**config.mk**
```make
export PLATFORM = sky130hd
export DESIGN_NAME = infix_expression_evaluator
export DESIGN_NICKNAME = d
export VERILOG_FILES = /design/src/rtl/iee_pkg.sv /design/src/rtl/iee_ctrl.sv /design/src/rtl/iee_dp.sv /design/src/rtl/infix_expression_evaluator.sv
export SDC_FILE = /design/constraint.sdc
export NUM_CORES = 2
export LEC_CHECK = 0
export BUFFER_PORTS_ARGS = -buffer_cell sky130_fd_sc_hd__buf_4
export CORE_ASPECT_RATIO = 0.8
export CORE_MARGIN = 2
export CORE_UTILIZATION = 58
export CTS_CLUSTER_DIAMETER = 80
export DETAILED_ROUTE_END_ITERATION = 6
export PLACE_DENSITY_LB_ADDON = 0.2
export SYNTH_ARGS = -nofsm -noshare
export SYNTH_HDL_FRONTEND = slang
export SYNTH_SLANG_ARGS = --single-unit
```
**constraint.sdc**
```tcl
create_clock -name i_clk -period 10.7 [get_ports i_clk]
set_input_delay 1.07 -clock i_clk [delete_from_list [all_inputs] [get_ports i_clk]]
set_output_delay 1.07 -clock i_clk [all_outputs]
set_load 0.02 [all_outputs]
```
**src/rtl/iee_pkg.sv**
```systemverilog
// Shared types, codes and helpers of the infix expression evaluator.
package iee_pkg;

    // Operator stack codes
    localparam logic [2:0] OPC_ADD   = 3'd0;
    localparam logic [2:0] OPC_SUB   = 3'd1;
    localparam logic [2:0] OPC_MUL   = 3'd2;
    localparam logic [2:0] OPC_DIV   = 3'd3;
    localparam logic [2:0] OPC_PAREN = 3'd4;

    // Result status codes
    localparam logic [1:0] ST_OK      = 2'd0;
    localparam logic [1:0] ST_DIVZERO = 2'd1;
    localparam logic [1:0] ST_STACK   = 2'd2;
    localparam logic [1:0] ST_UNKNOWN = 2'd3;

    // Character codes
    localparam logic [7:0] CH_PLUS  = 8'h2B;
    localparam logic [7:0] CH_MINUS = 8'h2D;
    localparam logic [7:0] CH_STAR  = 8'h2A;
    localparam logic [7:0] CH_SLASH = 8'h2F;
    localparam logic [7:0] CH_LPAR  = 8'h28;
    localparam logic [7:0] CH_RPAR  = 8'h29;
    localparam logic [7:0] CH_SPACE = 8'h20;
    localparam logic [7:0] CH_ZERO  = 8'h30;
    localparam logic [7:0] CH_NINE  = 8'h39;

    // Divider iterations for a 32-bit quotient
    localparam logic [5:0] DIV_STEPS = 6'd32;

    // Reduction loop that is being run
    typedef enum logic [1:0] {
        M_OP    = 2'd0,
        M_CLOSE = 2'd1,
        M_FINAL = 2'd2
    } t_mode;

    // Commands from controller to datapath
    typedef struct packed {
        logic       load;
        logic       digit;
        logic       flush;
        logic       push_paren;
        logic       push_op;
        logic       pop_paren;
        logic       fetch;
        logic       alu;
        logic       div_start;
        logic       wb;
        logic       flag_en;
        logic [1:0] flag_code;
        logic       emit;
    } t_cmd;

    // Status from datapath to controller
    typedef struct packed {
        logic       err;
        logic       last;
        logic       is_digit;
        logic       is_space;
        logic       is_lpar;
        logic       is_rpar;
        logic       is_op;
        logic       op_empty;
        logic       top_paren;
        logic       rank_ge;
        logic       cnt_lt2;
        logic [2:0] top_opc;
        logic       b_zero;
        logic       div_done;
        logic       out_free;
    } t_stat;

    // Precedence rank of an operator code
    function automatic logic [1:0] rank(input logic [2:0] opc);
        logic [1:0] r;
        r = 2'd0;
        if (opc == OPC_ADD || opc == OPC_SUB) r = 2'd1;
        if (opc == OPC_MUL || opc == OPC_DIV) r = 2'd2;
        return r;
    endfunction

endpackage

```
**src/rtl/iee_ctrl.sv**
```systemverilog
// Sequencing state machine of the infix expression evaluator.
module iee_ctrl (
    input  logic          i_clk,
    input  logic          i_rst_n,
    input  logic          i_valid,
    input  iee_pkg::t_stat i_st,
    output iee_pkg::t_cmd  o_cmd,
    output logic          o_stall
);
    import iee_pkg::*;

    typedef enum logic [10:0] {
        S_IDLE   = 11'b00000000001,
        S_CHAR   = 11'b00000000010,
        S_CLASS  = 11'b00000000100,
        S_FETCH  = 11'b00000001000,
        S_LOOK   = 11'b00000010000,
        S_REDUCE = 11'b00000100000,
        S_DIV    = 11'b00001000000,
        S_WB     = 11'b00010000000,
        S_END    = 11'b00100000000,
        S_FFLUSH = 11'b01000000000,
        S_EMIT   = 11'b10000000000
    } t_state;

    t_state r_state, n_state;
    t_mode  r_mode, n_mode;

    // Hold state and loop mode
    always_ff @(posedge i_clk) begin
        if (!i_rst_n) begin
            r_state <= S_IDLE;
            r_mode  <= M_OP;
        end else begin
            r_state <= n_state;
            r_mode  <= n_mode;
        end
    end

    assign o_stall = (r_state != S_IDLE);

    // Next state and commands
    always_comb begin
        n_state = r_state;
        n_mode  = r_mode;
        o_cmd   = '0;
        unique case (r_state)
            S_IDLE: begin
                if (i_valid) begin
                    o_cmd.load = 1'b1;
                    n_state    = S_CHAR;
                end
            end
            S_CHAR: begin
                if (i_st.err) begin
                    n_state = S_END;
                end else if (i_st.is_digit) begin
                    o_cmd.digit = 1'b1;
                    n_state     = S_END;
                end else begin
                    o_cmd.flush = 1'b1;
                    n_state     = S_CLASS;
                end
            end
            S_CLASS: begin
                n_state = S_END;
                if (i_st.err || i_st.is_space) begin
                    n_state = S_END;
                end else if (i_st.is_lpar) begin
                    o_cmd.push_paren = 1'b1;
                end else if (i_st.is_rpar) begin
                    n_mode  = M_CLOSE;
                    n_state = S_FETCH;
                end else if (i_st.is_op) begin
                    n_mode  = M_OP;
                    n_state = S_FETCH;
                end else begin
                    o_cmd.flag_en   = 1'b1;
                    o_cmd.flag_code = ST_UNKNOWN;
                end
            end
            S_FETCH: begin
                o_cmd.fetch = 1'b1;
                n_state     = S_LOOK;
            end
            S_LOOK: begin
                case (r_mode)
                    M_CLOSE: begin
                        n_state = S_END;
                        if (!i_st.err) begin
                            if (i_st.op_empty) begin
                                o_cmd.flag_en   = 1'b1;
                                o_cmd.flag_code = ST_STACK;
                            end else if (i_st.top_paren) begin
                                o_cmd.pop_paren = 1'b1;
                            end else begin
                                n_state = S_REDUCE;
                            end
                        end
                    end
                    M_FINAL: begin
                        n_state = S_EMIT;
                        if (!i_st.err && !i_st.op_empty) begin
                            if (i_st.top_paren) begin
                                o_cmd.flag_en   = 1'b1;
                                o_cmd.flag_code = ST_STACK;
                            end else begin
                                n_state = S_REDUCE;
                            end
                        end
                    end
                    default: begin
                        n_state = S_END;
                        if (!i_st.err) begin
                            if (!i_st.op_empty && i_st.rank_ge) begin
                                n_state = S_REDUCE;
                            end else begin
                                o_cmd.push_op = 1'b1;
                            end
                        end
                    end
                endcase
            end
            S_REDUCE: begin
                n_state = S_FETCH;
                if (i_st.cnt_lt2) begin
                    o_cmd.flag_en   = 1'b1;
                    o_cmd.flag_code = ST_STACK;
                end else begin
                    case (i_st.top_opc) inside
                        OPC_ADD, OPC_SUB, OPC_MUL: begin
                            o_cmd.alu = 1'b1;
                            n_state   = S_WB;
                        end
                        OPC_DIV: begin
                            if (i_st.b_zero) begin
                                o_cmd.flag_en   = 1'b1;
                                o_cmd.flag_code = ST_DIVZERO;
                            end else begin
                                o_cmd.div_start = 1'b1;
                                n_state         = S_DIV;
                            end
                        end
                        default: begin
                            o_cmd.flag_en   = 1'b1;
                            o_cmd.flag_code = ST_STACK;
                        end
                    endcase
                end
            end
            S_DIV: begin
                if (i_st.div_done) n_state = S_WB;
            end
            S_WB: begin
                o_cmd.wb = 1'b1;
                n_state  = S_FETCH;
            end
            S_END: begin
                if (!i_st.last) begin
                    n_state = S_IDLE;
                end else if (i_st.err) begin
                    n_state = S_EMIT;
                end else begin
                    n_state = S_FFLUSH;
                end
            end
            S_FFLUSH: begin
                o_cmd.flush = 1'b1;
                n_mode      = M_FINAL;
                n_state     = S_FETCH;
            end
            S_EMIT: begin
                if (i_st.out_free) begin
                    o_cmd.emit = 1'b1;
                    n_state    = S_IDLE;
                end
            end
            default: n_state = S_IDLE;
        endcase
    end

endmodule

```
**src/rtl/iee_dp.sv**
```systemverilog
// Stacks, number accumulator, arithmetic unit and output register.
module iee_dp #(
    parameter int STACK_DEPTH = 32
) (
    input  logic                i_clk,
    input  logic                i_rst_n,
    input  iee_pkg::t_cmd       i_cmd,
    input  logic [7:0]          i_char_code,
    input  logic                i_last_char,
    input  logic                i_stall,
    output iee_pkg::t_stat      o_st,
    output logic                o_valid,
    output logic signed [31:0]  o_result_value,
    output logic [1:0]          o_status
);
    import iee_pkg::*;

    localparam int AW = (STACK_DEPTH > 1) ? $clog2(STACK_DEPTH) : 1;
    localparam int CW = $clog2(STACK_DEPTH + 1);
    localparam logic [CW-1:0] FULL = CW'(STACK_DEPTH);

    logic [31:0]   opnd_mem [STACK_DEPTH];
    logic [2:0]    oper_mem [STACK_DEPTH];

    logic [7:0]    r_char;
    logic          r_last;
    logic [CW-1:0] r_cnt, n_cnt;
    logic [CW-1:0] r_opcnt, n_opcnt;
    logic [31:0]   r_acc, n_acc;
    logic          r_pend, n_pend;
    logic [1:0]    r_err, n_err;
    logic [31:0]   r_rd_a, r_rd_b, r_res;
    logic [2:0]    r_rd_op;
    logic [31:0]   r_dvd, r_dvs, r_rem;
    logic [5:0]    r_dcnt;
    logic          r_dneg, r_dbusy;

    logic [2:0]    cur_opc;
    logic          is_op;
    logic [CW-1:0] cnt_m1, cnt_m2, opcnt_m1;
    logic          wr_en;
    logic [AW-1:0] wr_addr;
    logic [31:0]   wr_data;
    logic          opw_en;
    logic [2:0]    opw_data;
    logic [32:0]   rem_sh, rem_sub;
    logic [1:0]    out_status;

    assign cnt_m1   = r_cnt - CW'(1);
    assign cnt_m2   = r_cnt - CW'(2);
    assign opcnt_m1 = r_opcnt - CW'(1);

    // Decode the held character
    always_comb begin
        is_op   = 1'b1;
        cur_opc = OPC_ADD;
        case (r_char)
            CH_PLUS:  cur_opc = OPC_ADD;
            CH_MINUS: cur_opc = OPC_SUB;
            CH_STAR:  cur_opc = OPC_MUL;
            CH_SLASH: cur_opc = OPC_DIV;
            default:  is_op   = 1'b0;
        endcase
    end

    assign o_st.err       = (r_err != ST_OK);
    assign o_st.last      = r_last;
    assign o_st.is_digit  = (r_char >= CH_ZERO) && (r_char <= CH_NINE);
    assign o_st.is_space  = (r_char == CH_SPACE);
    assign o_st.is_lpar   = (r_char == CH_LPAR);
    assign o_st.is_rpar   = (r_char == CH_RPAR);
    assign o_st.is_op     = is_op;
    assign o_st.op_empty  = (r_opcnt == '0);
    assign o_st.top_paren = (r_rd_op == OPC_PAREN);
    assign o_st.rank_ge   = (rank(r_rd_op) >= rank(cur_opc));
    assign o_st.cnt_lt2   = (r_cnt < CW'(2));
    assign o_st.top_opc   = r_rd_op;
    assign o_st.b_zero    = (r_rd_b == '0);
    assign o_st.div_done  = r_dbusy && (r_dcnt == '0);
    assign o_st.out_free  = !o_valid || !i_stall;

    // Work out stack and scalar updates
    always_comb begin
        n_cnt    = r_cnt;
        n_opcnt  = r_opcnt;
        n_acc    = r_acc;
        n_pend   = r_pend;
        n_err    = r_err;
        wr_en    = 1'b0;
        wr_addr  = r_cnt[AW-1:0];
        wr_data  = r_acc;
        opw_en   = 1'b0;
        opw_data = OPC_PAREN;
        if (i_cmd.digit) begin
            n_acc  = (r_acc << 3) + (r_acc << 1) + {28'd0, r_char[3:0] - CH_ZERO[3:0]};
            n_pend = 1'b1;
        end
        if (i_cmd.flush && r_pend) begin
            n_acc  = '0;
            n_pend = 1'b0;
            if (r_cnt == FULL) begin
                if (r_err == ST_OK) n_err = ST_STACK;
            end else begin
                wr_en = 1'b1;
                n_cnt = r_cnt + CW'(1);
            end
        end
        if (i_cmd.push_paren || i_cmd.push_op) begin
            opw_data = i_cmd.push_op ? cur_opc : OPC_PAREN;
            if (r_opcnt == FULL) begin
                if (r_err == ST_OK) n_err = ST_STACK;
            end else begin
                opw_en  = 1'b1;
                n_opcnt = r_opcnt + CW'(1);
            end
        end
        if (i_cmd.pop_paren) n_opcnt = opcnt_m1;
        if (i_cmd.wb) begin
            wr_en   = 1'b1;
            wr_addr = cnt_m2[AW-1:0];
            wr_data = r_res;
            n_cnt   = cnt_m1;
            n_opcnt = opcnt_m1;
        end
        if (i_cmd.flag_en && r_err == ST_OK) n_err = i_cmd.flag_code;
        if (i_cmd.emit) begin
            n_cnt   = '0;
            n_opcnt = '0;
            n_acc   = '0;
            n_pend  = 1'b0;
            n_err   = ST_OK;
        end
    end

    // Hold control state
    always_ff @(posedge i_clk) begin
        if (!i_rst_n) begin
            r_cnt   <= '0;
            r_opcnt <= '0;
            r_acc   <= '0;
            r_pend  <= 1'b0;
            r_err   <= ST_OK;
            r_dbusy <= 1'b0;
            r_dcnt  <= '0;
            o_valid <= 1'b0;
        end else begin
            r_cnt   <= n_cnt;
            r_opcnt <= n_opcnt;
            r_acc   <= n_acc;
            r_pend  <= n_pend;
            r_err   <= n_err;
            if (i_cmd.div_start) begin
                r_dbusy <= 1'b1;
                r_dcnt  <= DIV_STEPS;
            end else if (r_dbusy) begin
                if (r_dcnt == '0) r_dbusy <= 1'b0;
                else r_dcnt <= r_dcnt - 6'd1;
            end
            if (i_cmd.emit) o_valid <= 1'b1;
            else if (!i_stall) o_valid <= 1'b0;
        end
    end

    // Stack memories
    always_ff @(posedge i_clk) begin
        if (wr_en) opnd_mem[wr_addr] <= wr_data;
        if (opw_en) oper_mem[r_opcnt[AW-1:0]] <= opw_data;
        if (i_cmd.fetch) begin
            r_rd_b  <= opnd_mem[cnt_m1[AW-1:0]];
            r_rd_a  <= opnd_mem[cnt_m2[AW-1:0]];
            r_rd_op <= oper_mem[opcnt_m1[AW-1:0]];
        end
    end

    // Restoring divider step on magnitudes
    assign rem_sh  = {r_rem, r_dvd[31]};
    assign rem_sub = rem_sh - {1'b0, r_dvs};

    // Arithmetic and divider registers
    always_ff @(posedge i_clk) begin
        if (i_cmd.load) begin
            r_char <= i_char_code;
            r_last <= i_last_char;
        end
        if (i_cmd.alu) begin
            case (r_rd_op)
                OPC_ADD: r_res <= r_rd_a + r_rd_b;
                OPC_SUB: r_res <= r_rd_a - r_rd_b;
                default: r_res <= r_rd_a * r_rd_b;
            endcase
        end
        if (i_cmd.div_start) begin
            r_dvd  <= r_rd_a[31] ? (32'd0 - r_rd_a) : r_rd_a;
            r_dvs  <= r_rd_b[31] ? (32'd0 - r_rd_b) : r_rd_b;
            r_rem  <= '0;
            r_dneg <= r_rd_a[31] ^ r_rd_b[31];
        end else if (r_dbusy) begin
            if (r_dcnt == '0) begin
                r_res <= r_dneg ? (32'd0 - r_dvd) : r_dvd;
            end else if (!rem_sub[32]) begin
                r_rem <= rem_sub[31:0];
                r_dvd <= {r_dvd[30:0], 1'b1};
            end else begin
                r_rem <= rem_sh[31:0];
                r_dvd <= {r_dvd[30:0], 1'b0};
            end
        end
    end

    // Result status: leftover operands count as a stack fault
    assign out_status = (r_err != ST_OK) ? r_err :
                        ((r_cnt != CW'(1)) ? ST_STACK : ST_OK);

    // Output register
    always_ff @(posedge i_clk) begin
        if (i_cmd.emit) begin
            o_status       <= out_status;
            o_result_value <= (out_status == ST_OK) ? r_rd_b : 32'sd0;
        end
    end

endmodule

```
**src/rtl/infix_expression_evaluator.sv**
```systemverilog
// Top level of the infix expression evaluator: controller plus datapath.
// One ASCII character is taken per transfer; o_stall stays high while the
// character is worked on. A digit is only accumulated; any other character first
// pushes a pending number, and an operator or ')' then runs the reduction loop
// (a division runs the bit-serial divider). The transfer marked last then runs
// the final reductions before the result (skipped when an error is already
// held), and waits further while the previous result is still stalled. Each step
// of the reduction loop reads the stack memories through a registered read port.
// One result per expression, status 0 ok, 1 divide by zero, 2 stack fault, 3
// unknown character; the value is 0 on any error. No clearing pass is needed
// after reset.
module infix_expression_evaluator #(
    parameter int STACK_DEPTH = 32
) (
    input  logic               i_clk,
    input  logic               i_rst_n,
    input  logic               i_valid,
    output logic               o_stall,
    input  logic [7:0]         i_char_code,
    input  logic               i_last_char,
    output logic               o_valid,
    input  logic               i_stall,
    output logic signed [31:0] o_result_value,
    output logic [1:0]         o_status
);
    import iee_pkg::*;

    t_cmd  cmd;
    t_stat st;

    iee_ctrl u_ctrl (
        .i_clk   (i_clk),
        .i_rst_n (i_rst_n),
        .i_valid (i_valid),
        .i_st    (st),
        .o_cmd   (cmd),
        .o_stall (o_stall)
    );

    iee_dp #(.STACK_DEPTH(STACK_DEPTH)) u_dp (
        .i_clk          (i_clk),
        .i_rst_n        (i_rst_n),
        .i_cmd          (cmd),
        .i_char_code    (i_char_code),
        .i_last_char    (i_last_char),
        .i_stall        (i_stall),
        .o_st           (st),
        .o_valid        (o_valid),
        .o_result_value (o_result_value),
        .o_status       (o_status)
    );

endmodule

```
---- Yosys cells after proc, flatten, opt, wreduce, memory -nomap -nowiden ----
Memories as Yosys holds them, arrays and structs flattened. A register that Yosys moved wholly into a read port is not among the register bits.
Index checks and enable logic that the tools add are counted.
storage, ports and cells
  memories ................................ 2
  RAM bits ................................ 1120
  register bits after elaboration ......... 240
  word-level logic and storage cells ...... 255
  output and inout port bits .............. 36
  input bits .............................. 13
cells by class
  eq/ne operators ......................... 41
  add/sub/neg operators ................... 14
  bitwise gates (word level) .............. 3
  multiply operators ...................... 1
  reductions and logical operators ........ 42
  $lt $le $gt $ge ......................... 4
  muxes and demuxes ....................... 127
memories
  memory         words  width  rd ports  clocked after memory_dff  write ports  line          text
  u_dp.opnd_mem  32     32     2         2                         1            iee_dp.sv:22  logic [31:0] opnd_mem [STACK_DEPTH];
  u_dp.oper_mem  32     3      1         1                         1            iee_dp.sv:23  logic [2:0] oper_mem [STACK_DEPTH];
operator list
  cell                                                number
  two-way mux 32 bit                                  11
  two-way mux 11 bit                                  15
  one-hot mux 11 bit (10 select lines)                1
  subtractor 1 x 32 -> 32 bit (first input constant)  3
  adder 32 bit                                        2
  one-hot mux 32 bit (2 select lines)                 1
  two-way mux 6 bit                                   10
  == test 8 x 6 -> 1 bit (second input constant)      7
  two-way mux 9 bit                                   5
  two-way mux 3 bit                                   14
  two-way mux 1 bit                                   41
  two-way mux 2 bit                                   19
  subtractor 33 x 32 -> 33 bit                        1
  adder 32 x 4 -> 32 bit                              1
  logical NOT 32 bit                                  1
  multiplier 32 x 32 -> 32 bit                        1
  subtractor 32 bit                                   1
  two-way mux 31 bit                                  1
  one-hot mux 11 bit (2 select lines)                 1
  subtractor 6 x 1 -> 6 bit (second input constant)   3
  two-way mux 7 bit                                   2
  != test 2 bit (second input constant)               7
  adder 6 x 1 -> 6 bit (second input constant)        2
  == test 6 bit (second input constant)               2
  other kinds (48)                                    80

---- Longest topological paths before layout ----
  depth after elaboration ................. 16
  depth in mapped cells ................... 29
  depth with buffers taken out ............ 27

---- Cells and area by module ----
Synthesis repeated with hierarchy kept, for this count alone.
second synthesis, totals
  cell total of the unflattened synthesis .. 6043
  area, all modules ....................... 86326.5 um^2
by module, submodules not included
  module    instances  cells each  seq. area each (um^2)  area an instance (um^2)
  iee_dp    1          5902        41269.6                85254.3
  iee_ctrl  1          141         260.2                  1072.3

---- Worst setup path after synthesis ----
No wires, ideal clock.
  kind .................................... flip-flop to flip-flop
  from .................................... reg u_dp.r_rd_b[7], read port of u_dp.opnd_mem
  to ...................................... reg u_dp.r_res[30]
  path slack .............................. 3.552 ns
  data arrival time ....................... 7.033 ns
  period minus slack after synthesis ...... 7.148 ns
  buffers on the path ..................... 2
  setup time .............................. 0.115 ns
  required time ........................... 10.585 ns
  stages on the path, launching flop included .. 28
  cell sequence ........................... edfxtp_1 clkbuf_1 clkbuf_1 and2_1 fa_1 fa_1 fa_1 inv_1 fa_1 inv_1 fa_1 inv_1 fa_1 inv_1 fa_1 fa_1 ha_1 nand3_1 nor3b_1 and3_1 a31oi_1 a21oi_1 a221oi_1 o2111ai_1 a21oi_1 xor2_1 nand2_1 and3_1
on the way
  longest elaborated chain between the ends .. 7
  elaborated cells between the ends (all ways) .. 14
  classes of those cells .................. add/sub (2); mul (1); mux (10); reduce/logical (1)
RTL lines
  item                                                                                  line           text
  from (decl)                                                                           iee_dp.sv:32   logic [31:0] r_rd_a, r_rd_b, r_res;
  parallel branches: the longest is 6 deep, another holds multiplier 32 x 32 -> 32 bit  --
  two-way mux 32 bit *                                                                  iee_dp.sv:192  if (i_cmd.div_start) begin
  to (signal assigned)                                                                  iee_dp.sv:188  OPC_SUB: r_res <= r_rd_a - r_rd_b;
  to (signal assigned)                                                                  iee_dp.sv:189  default: r_res <= r_rd_a * r_rd_b;
  to (signal assigned)                                                                  iee_dp.sv:199  r_res <= r_dneg ? (32'd0 - r_dvd) : r_dvd;
  to (decl)                                                                             iee_dp.sv:32
Every way passes the cells marked *.
A chain may end at the register's enable or synchronous reset.

---- Worst setup path in the final report ----
  from .................................... reg u_dp.r_rd_a[12], read port of u_dp.opnd_mem
  to ...................................... reg u_dp.r_res[28]
on the way
  longest elaborated chain between the ends .. 6
  elaborated cells between the ends (all ways) .. 8
  classes of those cells .................. add/sub (2); mul (1); mux (5)
RTL lines
  item                                                        line           text
  from (decl)                                                 iee_dp.sv:32
  multiplier 32 x 32 -> 32 bit, or another cell as far along  iee_dp.sv:189
  one-hot mux 32 bit (2 select lines) *                       iee_dp.sv:186  case (r_rd_op)
  two-way mux 32 bit *                                        iee_dp.sv:185  if (i_cmd.alu) begin
  two-way mux 32 bit                                          iee_dp.sv:198  if (r_dcnt == '0) begin
  two-way mux 32 bit                                          iee_dp.sv:197  end else if (r_dbusy) begin
  two-way mux 32 bit *                                        iee_dp.sv:192
  to (signal assigned)                                        iee_dp.sv:187  OPC_ADD: r_res <= r_rd_a + r_rd_b;
  to (signal assigned)                                        iee_dp.sv:188
  to (signal assigned)                                        iee_dp.sv:199
Mark *: on every way between the ends. The rest lies on a longest branch, timed or not.

==> results.json <==
{
  "run_status": "complete, no violations",
  "final-seq-area_sq_mm": 0.04154,
  "first_global_vias": 54650,
  "avgSynthCellArea_sq_um": 14.15,
  "r2r-start": "u_dp.r_rd_a[12]",
  "combinationalPowerShare_pct": 1.9,
  "die-height_microns": 348.5,
  "nets": 6730,
  "tritoncts": "done",
  "hpwl_microns": 151200,
  "synth.cell_area_sq_mm": 0.08604,
  "num_rows": 126,
  "power.share.switching_pct": 21.04,
  "totalNegativeSetupSlack_ns": 0,
  "post-cts-setup-buffers": 0,
  "postSynthRegisterBits": 1427,
  "timing_hold_violations_final": 0,
  "max_slew.worst_pin.slew_ns": 1.341,
  "timing.max_slew.rel_slack_pct": 10.35,
  "asr_flop_ratio_synth_pct": 0,
  "critPathArrivalTime_ns": 8.81,
  "peakVddDrop_uv": 157.1,
  "cts_num_sinks": 1427,
  "holdCritPathClass": "in2reg",
  "setup.worst_path.end_class": "flop",
  "clock_insertion_delay_worst_skew_ns": 0.81,
  "placed_area_sq_mm": 0.08897,
  "setup_slack_ns": 2.608,
  "count_of_flip_flops_with_a_built_in_enable_after_synthesis": 1295,
  "io_buffers": 48,
  "critical_path.reg2reg.endpoint": "u_dp.r_res[28]",
  "synth-simple-area-share_pct": 8.258,
  "fillCellCount": 10630,
  "static-leakage-power_nw": 31.58,
  "area_growth_from_synthesis_to_layout_pct": 8.904,
  "cts_hold_buffers": 0,
  "wire_per_inst_microns": 30.42,
  "power.share.clock_pct": 44.9,
  "dr.first_iter.drc_count": 7462,
  "share_of_cell_area_taken_by_muxes_after_synthesis_pct": 18.65,
  "grt_antenna_before_repair": 11,
  "via_count": 54830,
  "fin_area_sq_mm": 0.09370,
  "grt_start_max_net_pins": 143,
  "h-tree-depth": 4,
  "first_pass_grt_wire_length_microns": 365700,
  "worstPathCellList": "buf_4, and2_1, fa_1, fa_1, fa_1, inv_1, fa_1, inv_1, fa_1, fa_1, fa_1, fa_1, ha_1, nand3_1, nor3b_1, and3_1, a31oi_1, a21oi_1, a221oi_1, o21ai_0, o21ai_0, a21oi_1, o21ai_0, nand3_1",
  "worstRegToRegCells": 24,
  "dpl_worst_slack_ns": 2.779,
  "synth.yosys.seq_area_share_pct": 48.27,
  "inst_count_dp": 7877,
  "min-delay-start": "i_char_code[7]",
  "crit_path_top_delay_cell": "sky130_fd_sc_hd__edfxtp_1",
  "synthXorXnorAreaFrac_pct": 3.105,
  "global_route.overflow_total": 0,
  "die_w_microns": 434.6,
  "max_capacitance_violation_count": 0,
  "crit_required_ns": 11.42,
  "globalRouteTotalUtil_pct": 33.43,
  "ys.warnings.count": 0,
  "synth_cell_types": 78,
  "grt_setup_unrepaired": "no",
  "power.density_mw_per_mm2": 121.3,
  "hold_path_end": "u_dp.r_char[7]",
  "commonest_non_fill_non_tap_cell_in_the_layout": "sky130_fd_sc_hd__edfxtp_1",
  "layout_common_cells": "sky130_fd_sc_hd__edfxtp_1 (1295), sky130_fd_sc_hd__mux4_2 (670), sky130_fd_sc_hd__nand2_1 (558)",
  "pin_count": 49,
  "placeable_core_region_sq_mm": 0.1474,
  "layout.cells.non_filler": 8144,
  "synth_fa_ha_area_share_pct": 13.44,
  "drt_wl_total_microns": 247700,
  "report.final.setup_viol": 0,
  "multiInputGateArea_sq_mm": 0.04176,
  "whs_path_depth": 1,
  "layout-drive-gt1-share_pct": 19.69,
  "clock-root-buffer": "sky130_fd_sc_hd__clkbuf_16",
  "cts_inserted_buffers": 145,
  "postSynthNetCount": 6770,
  "critPathKind": "reg2reg",
  "synthFlopType": "sky130_fd_sc_hd__edfxtp_1",
  "max_freq_mhz": 123.6,
  "post_drt_via_cell_ratio": 6.733,
  "timing.clock.skew_ns": 0.04199,
  "max_stage_delay_ns": 0.99,
  "slew_violations": 0,
  "post-route-period-util_pct": 75.62,
  "p_int_mw": 8.978,
  "detailedRoute.firstPassIterationCount": 6,
  "setup.worst_path.start_class": "flop",
  "synth_top_family_by_area": "multiplexers",
  "total_switching_power_mw": 2.393,
  "synth_compound_gate_area_share_pct": 4.656,
  "postCtsResizedCells": 0,
  "critical_path_peak_fanout": 19,
  "setup.reg_to_reg.worst_slack_ns": 2.61,
  "detail-route-antenna-nets": 0,
  "drt_drc_violations_left": 0,
  "finalCriticalPeriod_ns": 8.092,
  "routabilityCongestion": 0.9768,
  "floorplan.initialDensity_pct": 58.37,
  "cts_max_path_buffers": 3,
  "dieArea_sq_mm": 0.1515,
  "timing.hold.ws_ns": 0.4654,
  "critPathMostFrequentCell": "sky130_fd_sc_hd__fa_1",
  "clkSlewWorstSetupHoldPaths_ns": 0.06,
  "syn_inst": 6080,
  "p_seq_share_pct": 53.2
}
## per-stage QoR
step	power [mW]	util [%]
2_1_floorplan	6.325	-
3_3_place_gp	6.374	60.36
3_5_place_dp	6.379	60.36
4_1_cts	11.42	63.56
5_1_grt	11.66	63.56
6_report	11.37	63.57
## synthesized netlist by cell type, types with 28 or more instances
library cell | instances | area (sq um)
sky130_fd_sc_hd__nand3_1 | 51 | 255.2
sky130_fd_sc_hd__xnor2_1 | 169 | 1480
sky130_fd_sc_hd__nor2_1 | 249 | 934.7
sky130_fd_sc_hd__and2_1 | 351 | 2196
sky130_fd_sc_hd__o21ai_0 | 157 | 785.8
sky130_fd_sc_hd__nand2b_1 | 28 | 175.2
sky130_fd_sc_hd__clkbuf_1 | 314 | 1179
sky130_fd_sc_hd__inv_1 | 457 | 1715
sky130_fd_sc_hd__o31ai_1 | 35 | 262.8
sky130_fd_sc_hd__fa_1 | 412 | 8248
sky130_fd_sc_hd__xor2_1 | 136 | 1191
sky130_fd_sc_hd__edfxtp_1 | 1295 | 38890
sky130_fd_sc_hd__mux2_2 | 68 | 765.7
sky130_fd_sc_hd__a21o_1 | 48 | 360.4
sky130_fd_sc_hd__buf_1 | 58 | 217.7
sky130_fd_sc_hd__a21oi_1 | 146 | 730.7
sky130_fd_sc_hd__nor3_1 | 62 | 310.3
sky130_fd_sc_hd__a211oi_1 | 51 | 382.9
sky130_fd_sc_hd__mux4_2 | 670 | 15090
sky130_fd_sc_hd__ha_1 | 265 | 3316
sky130_fd_sc_hd__dfxtp_1 | 132 | 2643
sky130_fd_sc_hd__nand2_1 | 558 | 2095
## power groups by stage
stage / Clock, mW / Combinational (mW) / Sequential, mW
global route: 5.37 / 0.243 / 6.05
global placement: 0 / 0.210 / 6.16
floorplan: 0 / 0.173 / 6.15
finish: 5.11 / 0.218 / 6.05
CTS: 5.16 / 0.217 / 6.05
detailed placement: 0 / 0.215 / 6.16
## worst max-delay path by stage
stage / from / to / cells past startpoint
3_3_place_gp: u_dp.r_rd_a[10] / u_dp.r_res[30] / 25
4_1_cts: u_dp.r_rd_a[12] / u_dp.r_res[25] / 24
2_1_floorplan: u_dp.r_rd_b[7] / u_dp.r_res[30] / 27
3_5_place_dp: u_dp.r_rd_a[12] / u_dp.r_res[30] / 24
5_1_grt: u_dp.r_rd_a[10] / u_dp.r_res[31] / 22
6_report: u_dp.r_rd_a[12] / u_dp.r_res[28] / 24
## layer usage
layer	up-vias	GRT usage (%)	wire [microns]
met5	-	0.4822	149
met4	10	12.37	10390
met3	594	9.425	33000
met2	3628	48.56	108200
met1	28140	48.46	95980
li1	22460	-	-
## state kept, by name (all words and copies together), names as in the netlist, 2 cells and up
signal,flops
u_ctrl.r_mode,2
u_ctrl.r_state,11
u_dp.o_result_value,32
u_dp.o_status,2
u_dp.oper_mem,96
u_dp.opnd_mem,1024
u_dp.r_acc,32
u_dp.r_char,8
u_dp.r_cnt,6
u_dp.r_dcnt,6
u_dp.r_dvd,32
u_dp.r_dvs,32
u_dp.r_err,2
u_dp.r_opcnt,6
u_dp.r_rd_a,32
u_dp.r_rd_b,32
u_dp.r_rd_op,3
u_dp.r_rem,32
u_dp.r_res,32
## worst max-delay path, delay by kind of cell (launching register included)
family / cells / cell delay [ns]
adder cells (fa/ha/maj): 9 / 4.24
flip-flops: 1 / 0.99
AND/OR/NAND/NOR: 5 / 0.94
AO/OA/AOI/OAI: 7 / 1.40
buffers and inverters: 3 / 0.39
## layout make-up
type	count	share of cell area, %
diodes	4	0.01068
flip-flops and latches	1427	44.33
inverters	457	1.832
well taps	1984	2.649
repair buffers	187	1.565
clock inverters	73	0.8813
multi-input cells	3822	44.57
clock buffers	190	4.165
## kinds of logic (layout without fill, tap and decap cells)
family                   after synthesis  in the layout
AND/OR/NAND/NOR                     1459           1459
flip-flops                          1427           1427
buffers and inverters                831            907
multiplexers                         757            757
adder cells (fa/ha/maj)              677            677
AO/OA/AOI/OAI                        624            624
XOR/XNOR                             305            305
other                                  0              4
Power figures use the tool's default switching activity.
